## config.mk

```make
export PLATFORM = sky130hd
export DESIGN_NAME = stop_and_wait_arq_link
export DESIGN_NICKNAME = d
export VERILOG_FILES = /design/src/sawl_pkg.sv /design/src/sawl_cfg.sv /design/src/sawl_core.sv /design/src/stop_and_wait_arq_link.sv
export SDC_FILE = /design/constraint.sdc
export NUM_CORES = 1
export LEC_CHECK = 0
export BUFFER_PORTS_ARGS = -buffer_cell sky130_fd_sc_hd__clkbuf_2
export CORE_MARGIN = 3
export CORE_UTILIZATION = 50
export DETAILED_ROUTE_END_ITERATION = 10
export GPL_TIMING_DRIVEN = 0
export MAX_ROUTING_LAYER = met4
export PLACE_DENSITY = 0.84
export SETUP_SLACK_MARGIN = 0.4
export SYNTH_ARGS = -nofsm -noshare
export SYNTH_HDL_FRONTEND = slang
export SYNTH_SLANG_ARGS = --single-unit
```

## constraint.sdc

```tcl
create_clock -name clk -period 3.15 [get_ports clk]
set_input_delay 0.63 -clock clk [delete_from_list [all_inputs] [get_ports clk]]
set_output_delay 0.63 -clock clk [all_outputs]
set_load 0.02 [all_outputs]
```

## src/sawl_pkg.sv

```systemverilog
`default_nettype none

package sawl_pkg;

  localparam int unsigned CmdW = 3;
  localparam int unsigned ByteW = 8;
  localparam int unsigned TimerW = 16;
  localparam int unsigned CfgAddrW = 3;
  localparam int unsigned CfgDataW = 32;

  localparam logic [CmdW-1:0] CMD_PACKET_READY   = 3'd0;
  localparam logic [CmdW-1:0] CMD_FRAME_ARRIVAL  = 3'd1;
  localparam logic [CmdW-1:0] CMD_TICK           = 3'd2;
  localparam logic [CmdW-1:0] CMD_CHANNEL_IDLE   = 3'd3;
  localparam logic [CmdW-1:0] CMD_CHECKSUM_ERROR = 3'd4;

  // register index as seen on the config port (paddr[2])
  localparam logic REG_TIMEOUT_TICKS = 1'b0;

  localparam logic [TimerW-1:0] TIMEOUT_RESET = 16'd13;

  typedef struct packed {
    logic [CmdW-1:0]  command;
    logic [ByteW-1:0] net_byte;
    logic             channel_free;
    logic [ByteW-1:0] rx_info;
    logic             rx_is_data;
    logic             rx_seq;
    logic             rx_ack;
  } in_item_t;

  typedef struct packed {
    logic             tx_valid;
    logic [ByteW-1:0] tx_info;
    logic             tx_is_data;
    logic             tx_seq;
    logic             tx_ack;
    logic             deliver_valid;
    logic [ByteW-1:0] deliver_byte;
    logic             net_ready;
    logic             timer_active;
  } out_item_t;

endpackage

`default_nettype wire

```

## src/sawl_cfg.sv

```systemverilog
`default_nettype none

module sawl_cfg (
  input  wire logic                           clk,
  input  wire logic                           rst_n,
  input  wire logic                           psel,
  input  wire logic                           penable,
  input  wire logic                           pwrite,
  input  wire logic [sawl_pkg::CfgAddrW-1:0]  paddr,
  input  wire logic [sawl_pkg::CfgDataW-1:0]  pwdata,
  output logic      [sawl_pkg::CfgDataW-1:0]  prdata,
  output logic                                pready,
  output logic      [sawl_pkg::TimerW-1:0]    timeout_ticks
);
  import sawl_pkg::*;

  logic [TimerW-1:0] timeout_r;
  logic [TimerW-1:0] timeout_nxt;
  logic              wr_en;

  assign pready = 1'b1;
  assign wr_en  = psel & penable & pwrite & pready;

  always_comb begin
    timeout_nxt = timeout_r;
    if (wr_en && (paddr[2] == REG_TIMEOUT_TICKS)) begin
      timeout_nxt = pwdata[TimerW-1:0];
    end
  end

  always_ff @(posedge clk) begin
    if (!rst_n) begin
      timeout_r <= TIMEOUT_RESET;
    end else begin
      timeout_r <= timeout_nxt;
    end
  end

  always_comb begin
    prdata = '0;
    if (paddr[2] == REG_TIMEOUT_TICKS) begin
      prdata = {{(CfgDataW-TimerW){1'b0}}, timeout_r};
    end
  end

  assign timeout_ticks = timeout_r;

endmodule

`default_nettype wire

```

## src/sawl_core.sv

```systemverilog
`default_nettype none

module sawl_core (
  input  wire logic                         clk,
  input  wire logic                         rst_n,
  input  wire logic                         step,
  input  wire sawl_pkg::in_item_t           item,
  input  wire logic [sawl_pkg::TimerW-1:0]  timeout_ticks,
  output sawl_pkg::out_item_t               res
);
  import sawl_pkg::*;

  logic              next_to_send_r,  next_to_send_nxt;
  logic              expected_seq_r,  expected_seq_nxt;
  logic [ByteW-1:0]  held_byte_r,     held_byte_nxt;
  logic              send_pending_r,  send_pending_nxt;
  logic              net_enabled_r,   net_enabled_nxt;
  logic              timer_running_r, timer_running_nxt;
  logic [TimerW-1:0] timer_left_r,    timer_left_nxt;
  logic [TimerW-1:0] timer_dec;
  logic              emit_data;

  assign timer_dec = (timer_left_r != '0) ? timer_left_r - 1'b1 : timer_left_r;

  always_comb begin
    next_to_send_nxt  = next_to_send_r;
    expected_seq_nxt  = expected_seq_r;
    held_byte_nxt     = held_byte_r;
    send_pending_nxt  = send_pending_r;
    net_enabled_nxt   = net_enabled_r;
    timer_running_nxt = timer_running_r;
    timer_left_nxt    = timer_left_r;
    emit_data         = 1'b0;
    res               = '0;

    unique case (item.command)
      CMD_PACKET_READY: begin
        if (net_enabled_r) begin
          held_byte_nxt   = item.net_byte;
          net_enabled_nxt = 1'b0;
          if (item.channel_free) begin
            emit_data        = 1'b1;
            send_pending_nxt = 1'b0;
          end else begin
            send_pending_nxt = 1'b1;
          end
        end
      end
      CMD_FRAME_ARRIVAL: begin
        if (item.rx_is_data && (item.rx_seq == expected_seq_r)) begin
          res.deliver_valid = 1'b1;
          res.deliver_byte  = item.rx_info;
          expected_seq_nxt  = ~expected_seq_r;
          if (item.channel_free) begin
            // ack-only frame
            res.tx_valid = 1'b1;
            res.tx_ack   = item.rx_seq;
          end
        end
        if (item.rx_ack == next_to_send_r) begin
          timer_running_nxt = 1'b0;
          net_enabled_nxt   = 1'b1;
          next_to_send_nxt  = ~next_to_send_r;
        end
      end
      CMD_TICK: begin
        if (timer_running_r) begin
          timer_left_nxt = timer_dec;
          if (timer_dec == '0) begin
            emit_data = 1'b1;
          end
        end
      end
      CMD_CHANNEL_IDLE: begin
        if (send_pending_r) begin
          emit_data        = 1'b1;
          send_pending_nxt = 1'b0;
        end
      end
      default: begin
        // checksum error and unused codes
      end
    endcase

    if (emit_data) begin
      // data frame carries the held byte, including one latched this step on a packet offer
      res.tx_valid      = 1'b1;
      res.tx_info       = held_byte_nxt;
      res.tx_is_data    = 1'b1;
      res.tx_seq        = next_to_send_r;
      res.tx_ack        = ~expected_seq_r;
      timer_left_nxt    = timeout_ticks;
      timer_running_nxt = 1'b1;
    end

    res.net_ready    = net_enabled_nxt;
    res.timer_active = timer_running_nxt;
  end

  always_ff @(posedge clk) begin
    if (!rst_n) begin
      next_to_send_r  <= 1'b0;
      expected_seq_r  <= 1'b0;
      held_byte_r     <= '0;
      send_pending_r  <= 1'b0;
      net_enabled_r   <= 1'b1;
      timer_running_r <= 1'b0;
      timer_left_r    <= '0;
    end else if (step) begin
      next_to_send_r  <= next_to_send_nxt;
      expected_seq_r  <= expected_seq_nxt;
      held_byte_r     <= held_byte_nxt;
      send_pending_r  <= send_pending_nxt;
      net_enabled_r   <= net_enabled_nxt;
      timer_running_r <= timer_running_nxt;
      timer_left_r    <= timer_left_nxt;
    end
  end

  a_tick_expiry_reload: assert property (@(posedge clk) disable iff (!rst_n)
    step && (item.command == CMD_TICK) && timer_running_r && (timer_left_r <= 16'd1)
    |=> timer_running_r && (timer_left_r == $past(timeout_ticks)))
    else $error("timer not reloaded on expiry");

  a_data_starts_timer: assert property (@(posedge clk) disable iff (!rst_n)
    step && res.tx_valid && res.tx_is_data |=> timer_running_r)
    else $error("data frame sent without running timer");

  a_deliver_toggles: assert property (@(posedge clk) disable iff (!rst_n)
    step && res.deliver_valid |=> expected_seq_r != $past(expected_seq_r))
    else $error("delivery without expected_seq toggle");

  a_idle_tick_quiet: assert property (@(posedge clk) disable iff (!rst_n)
    step && (item.command == CMD_TICK) && !timer_running_r
    |-> !res.tx_valid && !res.deliver_valid)
    else $error("tick with stopped timer produced output");

  a_hold_when_no_step: assert property (@(posedge clk) disable iff (!rst_n)
    !step |=> $stable(timer_left_r) && $stable(next_to_send_r) && $stable(expected_seq_r))
    else $error("link state changed without a step");

endmodule

`default_nettype wire

```

## src/stop_and_wait_arq_link.sv

```systemverilog
`default_nettype none

// Stop-and-wait ARQ link controller, one-bit sequence numbers, piggybacked acks.
//
// in_*  : one request per event (packet offer, frame in, tick,
//         line idle, checksum error) with valid/ready handshake.
// out_* : exactly one response per request: frame to send (if any), byte
//         delivered to the network side (if any), net_ready, timer_active.
// cfg_* : APB-style port; timeout_ticks at byte address 0 (reset 13).
//         Write only while no request is in flight.
//
// Throughput: one request per cycle while out_ready is high; the event decode
// and state update is a single pass of logic between the input and output
// registers. When out_ready is low the response holds in the output register,
// one more request is still taken into the input register, then in_ready drops.
// Reset (synchronous, rst_n low): both stages empty, link state as at power
// up (sequence bits 0, network side enabled, timer stopped).
module stop_and_wait_arq_link (
  input  wire logic                          clk,
  input  wire logic                          rst_n,
  input  wire logic                          in_valid,
  output logic                               in_ready,
  input  wire sawl_pkg::in_item_t            in_data,
  output logic                               out_valid,
  input  wire logic                          out_ready,
  output sawl_pkg::out_item_t                out_data,
  input  wire logic                          cfg_psel,
  input  wire logic                          cfg_penable,
  input  wire logic                          cfg_pwrite,
  input  wire logic [sawl_pkg::CfgAddrW-1:0] cfg_paddr,
  input  wire logic [sawl_pkg::CfgDataW-1:0] cfg_pwdata,
  output logic      [sawl_pkg::CfgDataW-1:0] cfg_prdata,
  output logic                               cfg_pready
);
  import sawl_pkg::*;

  logic              in_valid_r, in_valid_nxt;
  in_item_t          in_item_r;
  logic              out_valid_r, out_valid_nxt;
  out_item_t         out_item_r;
  out_item_t         step_res;
  logic              step;
  logic [TimerW-1:0] timeout_ticks;

  sawl_cfg u_cfg (
    .clk           (clk),
    .rst_n         (rst_n),
    .psel          (cfg_psel),
    .penable       (cfg_penable),
    .pwrite        (cfg_pwrite),
    .paddr         (cfg_paddr),
    .pwdata        (cfg_pwdata),
    .prdata        (cfg_prdata),
    .pready        (cfg_pready),
    .timeout_ticks (timeout_ticks)
  );

  // request in the input register moves on whenever the output slot frees
  assign step     = in_valid_r & (~out_valid_r | out_ready);
  assign in_ready = ~in_valid_r | step;

  sawl_core u_core (
    .clk           (clk),
    .rst_n         (rst_n),
    .step          (step),
    .item          (in_item_r),
    .timeout_ticks (timeout_ticks),
    .res           (step_res)
  );

  always_comb begin
    in_valid_nxt = in_valid_r;
    if (in_valid && in_ready) begin
      in_valid_nxt = 1'b1;
    end else if (step) begin
      in_valid_nxt = 1'b0;
    end
  end

  always_comb begin
    out_valid_nxt = out_valid_r;
    if (step) begin
      out_valid_nxt = 1'b1;
    end else if (out_ready) begin
      out_valid_nxt = 1'b0;
    end
  end

  always_ff @(posedge clk) begin
    if (!rst_n) begin
      in_valid_r  <= 1'b0;
      out_valid_r <= 1'b0;
    end else begin
      in_valid_r  <= in_valid_nxt;
      out_valid_r <= out_valid_nxt;
    end
  end

  // payload registers, no reset
  always_ff @(posedge clk) begin
    if (in_valid && in_ready) begin
      in_item_r <= in_data;
    end
    if (step) begin
      out_item_r <= step_res;
    end
  end

  assign out_valid = out_valid_r;
  assign out_data  = out_item_r;

  a_stall_holds: assert property (@(posedge clk) disable iff (!rst_n)
    out_valid_r && !out_ready |=> out_valid_r && $stable(out_item_r))
    else $error("response changed while stalled");

  a_no_step_on_stall: assert property (@(posedge clk) disable iff (!rst_n)
    out_valid_r && !out_ready |-> !step)
    else $error("step taken into a full output register");

  a_full_blocks_input: assert property (@(posedge clk) disable iff (!rst_n)
    in_valid_r && out_valid_r && !out_ready |-> !in_ready)
    else $error("input accepted with both stages full");

endmodule

`default_nettype wire
```

==> impl_summary.txt, run 1 <==
----------------------------------------------------
[Setup path]
  Critical path endpoint category ... flip-flop
  Capturing element of the worst setup path ... out_data[18]$_SDFFCE_PN0P_
  Critical path launch point ... u_core.timer_left_r[3]$_SDFFE_PN0P_
  Setup slack of the worst register-to-register path ... around 0.35 ns
  Reg-to-reg startpoint ... u_core.timer_left_r[3]$_SDFFE_PN0P_
  Crit path top cell by count ... sky130_fd_sc_hd__buf_6
  Cell chain of the critical path ... buf_6 > or4_4 > buf_6 > o41ai_1 > o31ai_1 > o31ai_4 > nand4_4 > and2_4 > buf_8 > clkbuf_16 > a21oi_2
  Path depth of the worst reg2reg path ... 11
  Biggest cell delay along the critical path ... around 0.54 ns
  Arrival time at the worst endpoint ... a little over 3 ns
  Critical Path Start Type ... flip-flop
  Required time of the critical path ... between 3 and 4 ns
  Reg-to-reg critical path endpoint ... out_data[18]$_SDFFCE_PN0P_
  Crit Path Category ... reg2reg
  Critical Path Slowest Stage Cell ... sky130_fd_sc_hd__or4_4
  Highest fanout seen on the critical path ... 8

[Yosys]
  Count leader, synth ... sky130_fd_sc_hd__nand2_1
  Number of standard cells after synthesis ... 468
  Cell area after synthesis ... around 0.0046 mm2
  Synth async-reset ratio ... 0
  Seq/Total Area, Yosys ... 0.509
  Yosys warning total ... 0
  Number of synthesized flops with an enable pin ... 46
  Main synth FF type ... sky130_fd_sc_hd__dfxtp_1
  Cell type contributing the most total cell area after synthesis ... sky130_fd_sc_hd__edfxtp_1
  Number of distinct library cells after synthesis ... 75
  Mean Syn Cell Area ... slightly below 10 um2
  List of most frequent post-synthesis cells ... sky130_fd_sc_hd__nand2_1, sky130_fd_sc_hd__dfxtp_1, sky130_fd_sc_hd__edfxtp_1, sky130_fd_sc_hd__a21oi_1
  Portion of synthesized cell area occupied by the leading cell type ... 0.303
  Top cells by area, synth ... sky130_fd_sc_hd__edfxtp_1, sky130_fd_sc_hd__dfxtp_1, sky130_fd_sc_hd__nand2_1
  Flip-flop and latch count after synthesis ... between 90 and 100

[Place]
  PortBufs ... between 80 and 90
  Pre-CTS setup slack ... -0.129 ns
  Placed cell count ... 678
  Post-DP HPWL ... between 8000 and 9000 um
  Placed cell area ... around 0.0052 mm2
  Final weighted congestion in routability-driven placement ... ~0.98

[Die]
  Io pins ... ~120
  Core Box Area ... roughly 0.0088 mm2
  DIE AREA ... around 0.010 mm2
  Die span in y ... ~100 um
  Floorplan row count ... 34
  Die extent in x ... approximately 100 um
  Starting Density ... 0.518

[Run]
  Max-capacitance violation count ... 0

[Hold path]
  Type of the most critical hold path ... in2reg

[Run status]
  Outcome ... finished, final reports clean

[Global route]
  Met2 usage in global routing ... 0.379
  Global-route met3 utilization ... 0.0310
  Maximum number of pins on one net before global-route repair ... 33
  Vias in the first global route ... around 3.7k
  Met1 track utilization from global routing ... 0.302
  Global route hottest layer ... met2
  Overflow left after global routing ... 0
  Initial antenna violation count ... 0
  Combined global-route utilization of all metal layers ... 0.235
  Wire length of the first global-routing pass ... 18300 um

[Drt]
  Post-route DRC violation count ... 0
  Detailed-route wire length ... about 12000 um
  Detailed-routing iteration count for the pre-antenna-repair pass ... 5
  Detailed-route vias per instance ... around 5.6
  Detailed-route wire length per cell ... between 15 and 20 um
  Count of routing violations after the opening detailed-route iteration ... 315
  Vias after detailed routing ... roughly 4.0k
  Post-DRT Antenna Nets ... 0

[Timing]
  Setup violators final ... 0
  Least-Margin Pin Slew ... roughly 1.1 ns
  Number of endpoints with negative hold slack in the final report ... 0
  Tmin final ... roughly 2.8 ns
  Max-slew violation count ... 0
  Ratio of final minimum period to clock period ... 0.889
  Worst Skew ... 0.0151 ns
  TNS Setup ... 0 ns
  Top achievable clock speed ... 357 MHz
  Worst max-slew margin expressed relative to the limit ... 0.284
  Setup ws final ... 0.348 ns
  Unrepaired setup endpoints after global routing ... yes

[Clocking]
  Maximum buffer depth of the clock tree ... 2
  Root Buffer Master ... sky130_fd_sc_hd__clkbuf_8
  CTS tree ... built
  Clock sink total ... just over 90
  Total CTS buffers ... 9
  Clk_lat worst skew ... 0.36 ns
  Clock transition at the registers of the reported paths ... around 0.10 ns
  Number of H-tree branching levels ... 3

[Power]
  Ratio of total power to cell area ... around 430 mW/mm2
  Total leakage power ... around 2.3 nW
  Worst VDD drop ... between 0.3 and 0.4 mV

[Cells and area]
  Design Area, Final ... around 0.0058 mm2
  Number of antenna diodes ... 0
  Fillers ... slightly below 700
  Final Instance Count excl. Fillers ... 715
  Fraction of final layout cells sized beyond drive strength 1 ... 0.329
  End-of-flow core utilization ... 0.657
  Area Growth Syn to Fin ... 26.9%
  Layout net count ... 668

----------------------------------------------------
==> flip-flops by register name (all words and copies together) (netlist names), 8 cells and up <==
name	count
u_core.held_byte_r	8
u_core.timer_left_r	16
out_data	23
in_item_r	23
u_cfg.timeout_ticks	16
==> worst max-delay path, delay by kind of cell, from the launching register on <==
| kind | cells | cell delay, ns |
|---|---|---|
| and+or+nand+nor | 3 | 0.89 |
| AOI/OAI and AO/OA | 4 | 0.89 |
| buffers and inverters | 4 | 0.56 |
| DFF | 1 | 0.33 |
==> cells in the final DEF, fill, tap and decap left out, drive strengths merged, types with 3 or more instances in the layout <==
cell,Yosys,final
a22o,3,3
nand3,19,19
conb,2,17
clkbuf,20,116
or2,4,4
inv,8,13
o221ai,4,4
a21boi,3,3
nand2,89,89
nor4b,3,3
and3,4,4
nor3,8,8
or3,6,6
dfxtp,47,47
edfxtp,46,46
xor2,3,3
nor2b,19,19
o21ai,13,13
nor4,5,5
o221a,3,3
nor2,19,19
and2,12,12
buf,23,44
nand3b,4,4
o31ai,3,3
a21oi,45,45
nand4,6,6
xnor2,3,3
a31oi,3,3
==> worst min path at each step <==
stage,to,startpoint,depth (start not counted),slack (ns)
2_1_floorplan,u_cfg.timeout_ticks[10]$_SDFFE_PN0P_,u_cfg.timeout_ticks[10]$_SDFFE_PN0P_,2,0.44
3_3_place_gp,u_core.held_byte_r[3]$_SDFFE_PN0P_,u_core.held_byte_r[3]$_SDFFE_PN0P_,2,0.44
3_5_place_dp,u_core.held_byte_r[7]$_SDFFE_PN0P_,u_core.held_byte_r[7]$_SDFFE_PN0P_,2,0.45
4_1_cts,in_item_r[14]$_DFFE_PP_,in_data[14],1,0.42
5_1_grt,in_item_r[19]$_DFFE_PP_,in_data[19],1,0.41
6_report,in_item_r[14]$_DFFE_PP_,in_data[14],1,0.43
==> per-stage QoR <==
stage | hold slack (ns) | total power (W)
floorplan | 0.436 | 0.00151
global placement | 0.442 | 0.00159
detailed placement | 0.448 | 0.00160
CTS | 0.419 | 0.00245
global route | 0.410 | 0.00255
finish | 0.432 | 0.00246
==> cells by family (layout without fill, tap and decap cells) <==
kind of cell,after synthesis,count (layout),synth area share
compound gates,102,102,0.158
xor+xnor,6,6,0.0115
flops,93,93,0.509
other cells,2,17,0.00165
simple gates,209,209,0.245
fa+ha+maj,1,1,0.00274
buf+inv,51,175,0.0625
mux,4,4,0.00933
==> power breakdown <==
part / internal, W / leakage, nW / switching (W)
Sequential: 0.00131 / 0.817 / 0.0000224
Combinational: 0.000102 / 1.41 / 0.000161
Clock: 0.000393 / 0.111 / 0.000470
Total: 0.00181 / 2.34 / 0.000654
==> routing by layer <==
layer | vias to the layer above | wire length [um]
met3 | 20 | 813
met4 | 0 | 202
met5 | - | 0
met1 | 1857 | 4920
li1 | 1923 | -
met2 | 198 | 5990
==> area by class of cell <==
cell class,count,area [um2],share of cell area
Sequential cell,93,2320,0.402
Buffer,43,279,0.0482
Tap cell,108,135,0.0234
Inverter,8,30.0,0.00519
Multi-Input combinational cell,339,2160,0.374
Clock buffer,9,124,0.0214
Timing Repair Buffer,108,634,0.110
Clock inverter,7,95.1,0.0164
==> what timing repair did <==
item | 4_1_cts | 5_1_grt
setup buffers | 9 | 11
hold buffers | 0 | 0
cloned | 0 | 1
pin swaps | 11 | 9
resized for setup | 19 | 24
setup endpoints to repair | 30 | 26
No activity file was read; power rests on OpenSTA's default activity.
==> run 2, diff against run 1 <==
GPL_ROUTABILITY_DRIVEN = 0   (was unset)
SETUP_SLACK_MARGIN = unset   (was 0.4)
==> impl_summary.txt, run 2 (same netlist as run 1, synthesis figures left out) <==
----------------------------------------------------
[Run]
  Max-capacitance violation count ... 0 (unchanged)

[Place]
  Post-DP HPWL ... 7950 um (was 8190 um)
  PortBufs ... 87 (unchanged)

[Drt]
  Post-route DRC violation count ... 0 (unchanged)
  Detailed-route vias per instance ... 5.79 (was 5.59)
  Count of routing violations after the opening detailed-route iteration ... 358 (was 315)
  Detailed-route wire length per cell ... 16.5 um (was 16.7 um)
  Vias after detailed routing ... 4042 (was 3998)
  Detailed-route wire length ... 11500 um (was 11900 um)
  Detailed-routing iteration count for the pre-antenna-repair pass ... 6 (was 5)
  Post-DRT Antenna Nets ... 0 (unchanged)

[Setup path]
  Critical Path Start Type ... flip-flop (unchanged)
  Critical path endpoint category ... flip-flop (unchanged)
  Crit Path Category ... reg2reg (unchanged)
  Highest fanout seen on the critical path ... 10 (was 8)
  Arrival time at the worst endpoint ... 3.31 ns (was 3.04 ns)
  Required time of the critical path ... 3.38 ns (about the same)

[Cells and area]
  Layout net count ... 651 (was 668)
  Leading cell types in the layout, fill and taps excluded ... sky130_fd_sc_hd__nand2_1, sky130_fd_sc_hd__clkbuf_2, sky130_fd_sc_hd__dfxtp_1, sky130_fd_sc_hd__edfxtp_1, sky130_fd_sc_hd__a21oi_1 (was sky130_fd_sc_hd__clkbuf_2, sky130_fd_sc_hd__nand2_1, sky130_fd_sc_hd__edfxtp_1, sky130_fd_sc_hd__dfxtp_1, sky130_fd_sc_hd__a21oi_1)
  Fraction of final layout cells sized beyond drive strength 1 ... 0.283 (was 0.329)
  Area Growth Syn to Fin ... 20.7% (was 26.9%)
  Leading cell type in the layout, fill and taps excluded ... sky130_fd_sc_hd__nand2_1 (was sky130_fd_sc_hd__clkbuf_2)
  Number of antenna diodes ... 0 (unchanged)

[Timing]
  Least-Margin Pin Slew ... 1.16 ns (was 1.07 ns)
  Number of endpoints with negative hold slack in the final report ... 0 (unchanged)
  TNS Setup ... 0 ns (unchanged)
  Max-slew violation count ... 0 (unchanged)
  Worst max-slew margin expressed relative to the limit ... 0.229 (was 0.284)
  Setup violators final ... 0 (unchanged)
  Worst Skew ... 0.0134 ns (was 0.0151 ns)
  Ratio of final minimum period to clock period ... 0.977 (was 0.889)
  Tmin final ... 3.08 ns (was 2.80 ns)
  Top achievable clock speed ... 325 MHz (was 357 MHz)
  Final Hold Slack ... 0.429 ns (was 0.432 ns)

[Clocking]
  Maximum buffer depth of the clock tree ... 2 (unchanged)
  CTS tree ... built (unchanged)
  Clock sink total ... 93 (unchanged)
  Total CTS buffers ... 9 (unchanged)
  Number of H-tree branching levels ... 3 (unchanged)
  Clk_lat worst skew ... 0.37 ns (was 0.36 ns)
  Clock transition at the registers of the reported paths ... 0.10 ns (about the same)
  Root Buffer Master ... sky130_fd_sc_hd__clkbuf_8 (unchanged)
  Hold Buf Count CTS ... 0 (unchanged)

[Die]
  DIE AREA ... 0.0103 mm2 (unchanged)
  Starting Density ... 0.518 (unchanged)
  Die extent in x ... 102 um (unchanged)
  Io pins ... 123 (unchanged)
  Die span in y ... 102 um (unchanged)
  Core Box Area ... 0.00881 mm2 (unchanged)
  Floorplan row count ... 34 (unchanged)

[Global route]
  Initial antenna violation count ... 0 (unchanged)
  Maximum number of pins on one net before global-route repair ... 33 (unchanged)
  Overflow left after global routing ... 0 (unchanged)
  Wire length of the first global-routing pass ... 17900 um (was 18300 um)
  Vias in the first global route ... 3786 (was 3658)
  Combined global-route utilization of all metal layers ... 0.226 (was 0.235)

[Hold path]
  Type of the most critical hold path ... in2reg (unchanged)

[Power]
  Worst VDD drop ... 0.231 mV (was 0.301 mV)
  Ratio of total power to cell area ... 455 mW/mm2 (was 425 mW/mm2)
  Total chip power ... 0.00250 W (was 0.00246 W)
  Total leakage power ... 2.22 nW (was 2.34 nW)

[Run status]
  Outcome ... finished, final reports clean (unchanged)

----------------------------------------------------
## run 2: worst paths after layout
kind,start,to,slack (ns),cells after the start
max,u_core.timer_left_r[0]$_SDFFE_PN0P_,out_data[14]$_SDFFCE_PN0P_,0.07,11
min,in_data[10],in_item_r[10]$_DFFE_PP_,0.43,1
max reg2reg,u_core.timer_left_r[0]$_SDFFE_PN0P_,out_data[14]$_SDFFCE_PN0P_,0.07,11
min reg2reg,u_core.held_byte_r[6]$_SDFFE_PN0P_,u_core.held_byte_r[6]$_SDFFE_PN0P_,0.46,2
## run 2: what timing repair did
item                                    4_1_cts  5_1_grt
setup buffers                                 0        3
gates resized for setup                       3        5
endpoints found under the hold margin         0        0
endpoints found under the setup margin       15       21
pin swaps                                     0        3
## run 2: critical path, cell delays in order (launching register included)
cell,delay [ns]
sky130_fd_sc_hd__dfxtp_1,0.41
sky130_fd_sc_hd__inv_2,0.15
sky130_fd_sc_hd__ha_4,0.18
sky130_fd_sc_hd__or3b_2,0.52
sky130_fd_sc_hd__nor4_2,0.28
sky130_fd_sc_hd__nor2_1,0.16
sky130_fd_sc_hd__o31ai_2,0.40
sky130_fd_sc_hd__nand4_4,0.19
sky130_fd_sc_hd__and2_4,0.22
sky130_fd_sc_hd__buf_6,0.15
sky130_fd_sc_hd__buf_8,0.15
sky130_fd_sc_hd__a21oi_2,0.12
## run 2: area by class of cell
| cell class | count | area, um2 |
|---|---|---|
| Buffer | 43 | 256 |
| Clock buffer | 9 | 124 |
| Clock inverter | 7 | 114 |
| Fill cell | 695 | 3300 |
| Inverter | 8 | 30.0 |
| Multi-Input combinational cell | 339 | 2060 |
| Sequential cell | 93 | 2320 |
| Tap cell | 108 | 135 |
| Timing Repair Buffer | 91 | 463 |
## run 2: where the power goes
part           switching [W]  internal, W  leakage, nW
clock network       0.000462     0.000466        0.119
registers          0.0000229      0.00131        0.816
logic               0.000154    0.0000882         1.28
## run 2: per-stage QoR
| stage | utilization | instances | worst slack, ns | cell area, um2 |
|---|---|---|---|---|
| floorplan | - | 483 | 0.340 | 4620 |
| global placement | 0.589 | 678 | -0.0593 | 5190 |
| detailed placement | 0.590 | 679 | -0.109 | 5190 |
| CTS | 0.619 | 695 | 0.0224 | 5450 |
| global route | 0.625 | 698 | -0.00343 | 5510 |
| finish | 0.625 | 698 | 0.0718 | 5510 |
## run 2: routing by layer
metal,wire length (um),vias up,GRT usage
li1,-,1888,-
met1,4620,1858,0.283
met2,5550,252,0.364
met3,936,44,0.0296
met4,388,0,0.109
met5,0,-,-
==> run 3, diff against run 2 <==
ABC_AREA = 1   (was unset)
==> impl_summary.txt, run 3 <==
----------------------------------------------------
[Yosys]
  Number of synthesized flops with an enable pin ... 46 (unchanged)
  Seq/Total Area, Yosys ... 0.516 (was 0.509)
  Number of distinct library cells after synthesis ... 34 (was 75)
  Yosys warning total ... 0 (unchanged)
  Synth async-reset ratio ... 0 (unchanged)
  Cell type contributing the most total cell area after synthesis ... sky130_fd_sc_hd__edfxtp_1 (unchanged)
  Number of standard cells after synthesis ... 567 (was 468)
  Cell area after synthesis ... 0.00450 mm2 (was 0.00456 mm2)
  Main synth FF type ... sky130_fd_sc_hd__dfxtp_1 (unchanged)
  Mean Syn Cell Area ... 7.94 um2 (was 9.75 um2)
  Portion of synthesized cell area occupied by the leading cell type ... 0.307 (was 0.303)
  Count leader, synth ... sky130_fd_sc_hd__nand2_1 (unchanged)
  Top cells by area, synth ... sky130_fd_sc_hd__edfxtp_1, sky130_fd_sc_hd__dfxtp_1, sky130_fd_sc_hd__nand2_1 (unchanged)
  List of most frequent post-synthesis cells ... sky130_fd_sc_hd__nand2_1, sky130_fd_sc_hd__nor2_1, sky130_fd_sc_hd__inv_1, sky130_fd_sc_hd__dfxtp_1, sky130_fd_sc_hd__edfxtp_1 (was sky130_fd_sc_hd__nand2_1, sky130_fd_sc_hd__dfxtp_1, sky130_fd_sc_hd__edfxtp_1, sky130_fd_sc_hd__a21oi_1)
  Flip-flop and latch count after synthesis ... 93 (unchanged)

[Setup path]
  Critical Path Slowest Stage Cell ... sky130_fd_sc_hd__dfxtp_1 (was sky130_fd_sc_hd__or3b_2)
  Arrival time at the worst endpoint ... 2.70 ns (was 3.31 ns)
  Crit Path Category ... reg2reg (unchanged)
  Cell chain of the critical path ... inv_1 > ha_1 > nand2_2 > nor2_4 > nand2_4 > clkinv_1 > o21bai_1 > nand2_1 > nor2_2 > nand2_4 > nand2_4 > inv_2 > buf_2 > o21ai_0 (was inv_2 > ha_4 > or3b_2 > nor4_2 > nor2_1 > o31ai_2 > nand4_4 > and2_4 > buf_6 > buf_8 > a21oi_2)
  Kind of cell adding the most delay to the critical path ... simple AND/OR/NAND/NOR gates (unchanged)
  Critical Path Stages ... 14 (was 11)
  Critical path endpoint category ... flip-flop (unchanged)
  Highest fanout seen on the critical path ... 10 (unchanged)
  Path depth of the worst reg2reg path ... 14 (was 11)
  Setup slack of the worst register-to-register path ... 0.55 ns (was 0.07 ns)
  Number of buffer and inverter stages on the critical path ... 4 (was 3)
  Crit path top cell by count ... sky130_fd_sc_hd__nand2_4
  Required time of the critical path ... 3.24 ns (was 3.38 ns)
  Critical Path Start Type ... flip-flop (unchanged)
  Biggest cell delay along the critical path ... 0.36 ns (was 0.52 ns)

[Timing]
  Max-slew violation count ... 0 (unchanged)
  Least-Margin Pin Slew ... 1.01 ns (was 1.16 ns)
  TNS Setup ... 0 ns (unchanged)
  Final Hold Slack ... 0.425 ns (was 0.429 ns)
  Setup violators final ... 0 (unchanged)
  Worst max-slew margin expressed relative to the limit ... 0.320 (was 0.229)
  Unrepaired setup endpoints after global routing ... no
  Number of endpoints with negative hold slack in the final report ... 0 (unchanged)
  Ratio of final minimum period to clock period ... 0.826 (was 0.977)
  Top achievable clock speed ... 384 MHz (was 325 MHz)
  Worst Skew ... 0.0168 ns (was 0.0134 ns)
  Tmin final ... 2.60 ns (was 3.08 ns)

[Global route]
  Overflow left after global routing ... 0 (unchanged)
  Vias in the first global route ... 3720 (was 3786)
  Combined global-route utilization of all metal layers ... 0.218 (was 0.226)
  Wire length of the first global-routing pass ... 17100 um (was 17900 um)
  Initial antenna violation count ... 0 (unchanged)
  Maximum number of pins on one net before global-route repair ... 31 (was 33)

[Place]
  Placed cell count ... 772 (was 679)
  PortBufs ... 85 (was 87)
  Post-DP HPWL ... 7610 um (was 7950 um)

[Power]
  Power share of the combinational group ... 0.141 (was 0.097)
  Clock group share of total power ... 0.346 (was 0.371)
  Ratio of total power to cell area ... 489 mW/mm2 (was 455 mW/mm2)
  Total leakage power ... 2.63 nW (was 2.22 nW)
  Worst VDD drop ... 0.311 mV (was 0.231 mV)
  Net Switching ... 0.000701 W (was 0.000639 W)
  Cell internal power dissipation ... 0.00191 W (was 0.00186 W)
  Net switching fraction of the power ... 0.268 (was 0.255)
  Total chip power ... 0.00261 W (was 0.00250 W)
  Sequential Power Share ... 0.513 (was 0.532)

[Hold path]
  Type of the most critical hold path ... in2reg (unchanged)
  Cell count of the worst hold path ... 1 (unchanged)

[Clocking]
  Hold Buf Count CTS ... 0 (unchanged)
  Root Buffer Master ... sky130_fd_sc_hd__clkbuf_8 (unchanged)
  CTS tree ... built (unchanged)
  Number of setup buffers added after CTS ... 0 (unchanged)
  Clk_lat worst skew ... 0.37 ns (about the same)
  Clock sink total ... 93 (unchanged)
  Total CTS buffers ... 9 (unchanged)
  Clock transition at the registers of the reported paths ... 0.10 ns (about the same)
  Post_cts resized ... 0 (was 3)
  Number of H-tree branching levels ... 3 (unchanged)
  Maximum buffer depth of the clock tree ... 2 (unchanged)

[Die]
  Core Box Area ... 0.00846 mm2 (was 0.00881 mm2)
  Die extent in x ... 101 um (was 102 um)
  Starting Density ... 0.532 (was 0.518)
  Io pins ... 123 (unchanged)
  Floorplan row count ... 33 (was 34)
  DIE AREA ... 0.0102 mm2 (was 0.0103 mm2)
  Die span in y ... 101 um (was 102 um)

[Cells and area]
  Footprint of the multi-input gates ... 0.00176 mm2 (was 0.00206 mm2)
  Leading cell type in the layout, fill and taps excluded ... sky130_fd_sc_hd__nand2_1 (unchanged)
  Leading cell types in the layout, fill and taps excluded ... sky130_fd_sc_hd__nand2_1, sky130_fd_sc_hd__nor2_1, sky130_fd_sc_hd__clkbuf_2, sky130_fd_sc_hd__inv_1, sky130_fd_sc_hd__dfxtp_1 (was sky130_fd_sc_hd__nand2_1, sky130_fd_sc_hd__clkbuf_2, sky130_fd_sc_hd__dfxtp_1, sky130_fd_sc_hd__edfxtp_1, sky130_fd_sc_hd__a21oi_1)
  Number of antenna diodes ... 0 (unchanged)
  Final Instance Count excl. Fillers ... 788 (was 698)
  Register area ... 0.00232 mm2 (unchanged)
  Fraction of final layout cells sized beyond drive strength 1 ... 0.212 (was 0.283)
  Layout net count ... 744 (was 651)
  Fillers ... 696 (was 695)
  End-of-flow core utilization ... 0.630 (was 0.625)
  Area Growth Syn to Fin ... 18.5% (was 20.7%)

[Drt]
  Detailed-route vias per instance ... 5.11 (was 5.79)
  Count of routing violations after the opening detailed-route iteration ... 303 (was 358)
  Detailed-route wire length ... 10500 um (was 11500 um)
  Detailed-route wire length per cell ... 13.3 um (was 16.5 um)
  Post-DRT Antenna Nets ... 0 (unchanged)
  Detailed-routing iteration count for the pre-antenna-repair pass ... 5 (was 6)
  Post-route DRC violation count ... 0 (unchanged)
  Vias after detailed routing ... 4026 (was 4042)

[Run]
  Max-capacitance violation count ... 0 (unchanged)

[Run status]
  Outcome ... finished, final reports clean (unchanged)

----------------------------------------------------
-- run 3: cell types whose count changed in the layout (fill, tap and decap cells not counted), moves of 8 or more --
cell                       delta
sky130_fd_sc_hd__a21oi_2      -8
sky130_fd_sc_hd__and2_1      -11
sky130_fd_sc_hd__clkbuf_1     -8
sky130_fd_sc_hd__inv_1       +52
sky130_fd_sc_hd__nand2_1     +43
sky130_fd_sc_hd__nand3_1     +14
sky130_fd_sc_hd__nor2_1      +86
sky130_fd_sc_hd__nor2b_1     -19
sky130_fd_sc_hd__nor3_1       -8
sky130_fd_sc_hd__o21ai_0     +17
-- run 3: per-stage QoR --
stage	cell area (um2)	setup WS, ns
after floorplan	4560	0.984
after global placement	5110	0.472
after detailed placement	5110	0.349
after CTS	5330	0.622
after global routing	5330	0.364
final	5330	0.547
-- run 3: power groups by stage --
stage                     Clock [W]  Combinational (W)  Sequential (W)
final                      0.000903           0.000369         0.00134
after global routing       0.000949           0.000409         0.00134
after CTS                  0.000908           0.000364         0.00134
after detailed placement          0           0.000361         0.00137
after global placement            0           0.000351         0.00136
after floorplan                   0           0.000251         0.00138
-- run 3: per-layer routing --
metal	share of wire	routed length [um]	GRT usage	up-vias
li1	-	-	-	1997
met1	0.40	4220	0.263	1833
met2	0.50	5270	0.368	173
met3	0.072	752	0.0339	23
met4	0.024	248	0.0819	0
met5	0	0	-	-
-- run 3: final timing paths --
| kind | startpoint | endpoint |
|---|---|---|
| max | u_core.timer_left_r[0]$_SDFFE_PN0P_ | out_data[22]$_SDFFCE_PP1P_ |
| min | in_data[4] | in_item_r[4]$_DFFE_PP_ |
| max reg2reg | u_core.timer_left_r[0]$_SDFFE_PN0P_ | out_data[22]$_SDFFCE_PP1P_ |
| min reg2reg | u_cfg.timeout_ticks[13]$_SDFFE_PN0P_ | u_cfg.timeout_ticks[13]$_SDFFE_PN0P_ |
-- run 3: cell type report --
| cell class | count | area share |
|---|---|---|
| plain buffers | 37 | 0.0453 |
| clock buffers | 10 | 0.0239 |
| clock inverters | 6 | 0.0176 |
| inverters | 62 | 0.0436 |
| multi-input cells | 390 | 0.330 |
| flip-flops and latches | 93 | 0.435 |
| well taps | 105 | 0.0246 |
| repair buffers | 85 | 0.0798 |
-- run 3: cells by family (layout without fill, tap and decap cells) --
logic type,after synthesis,count (layout),share of synthesized area
flip-flops,93,93,0.516
buffers and inverters,99,200,0.105
AO/OA/AOI/OAI,70,70,0.0826
XOR/XNOR,6,6,0.0117
adder cells (fa/ha/maj),1,1,0.00278
AND/OR/NAND/NOR,296,296,0.280
other,2,17,0.00167
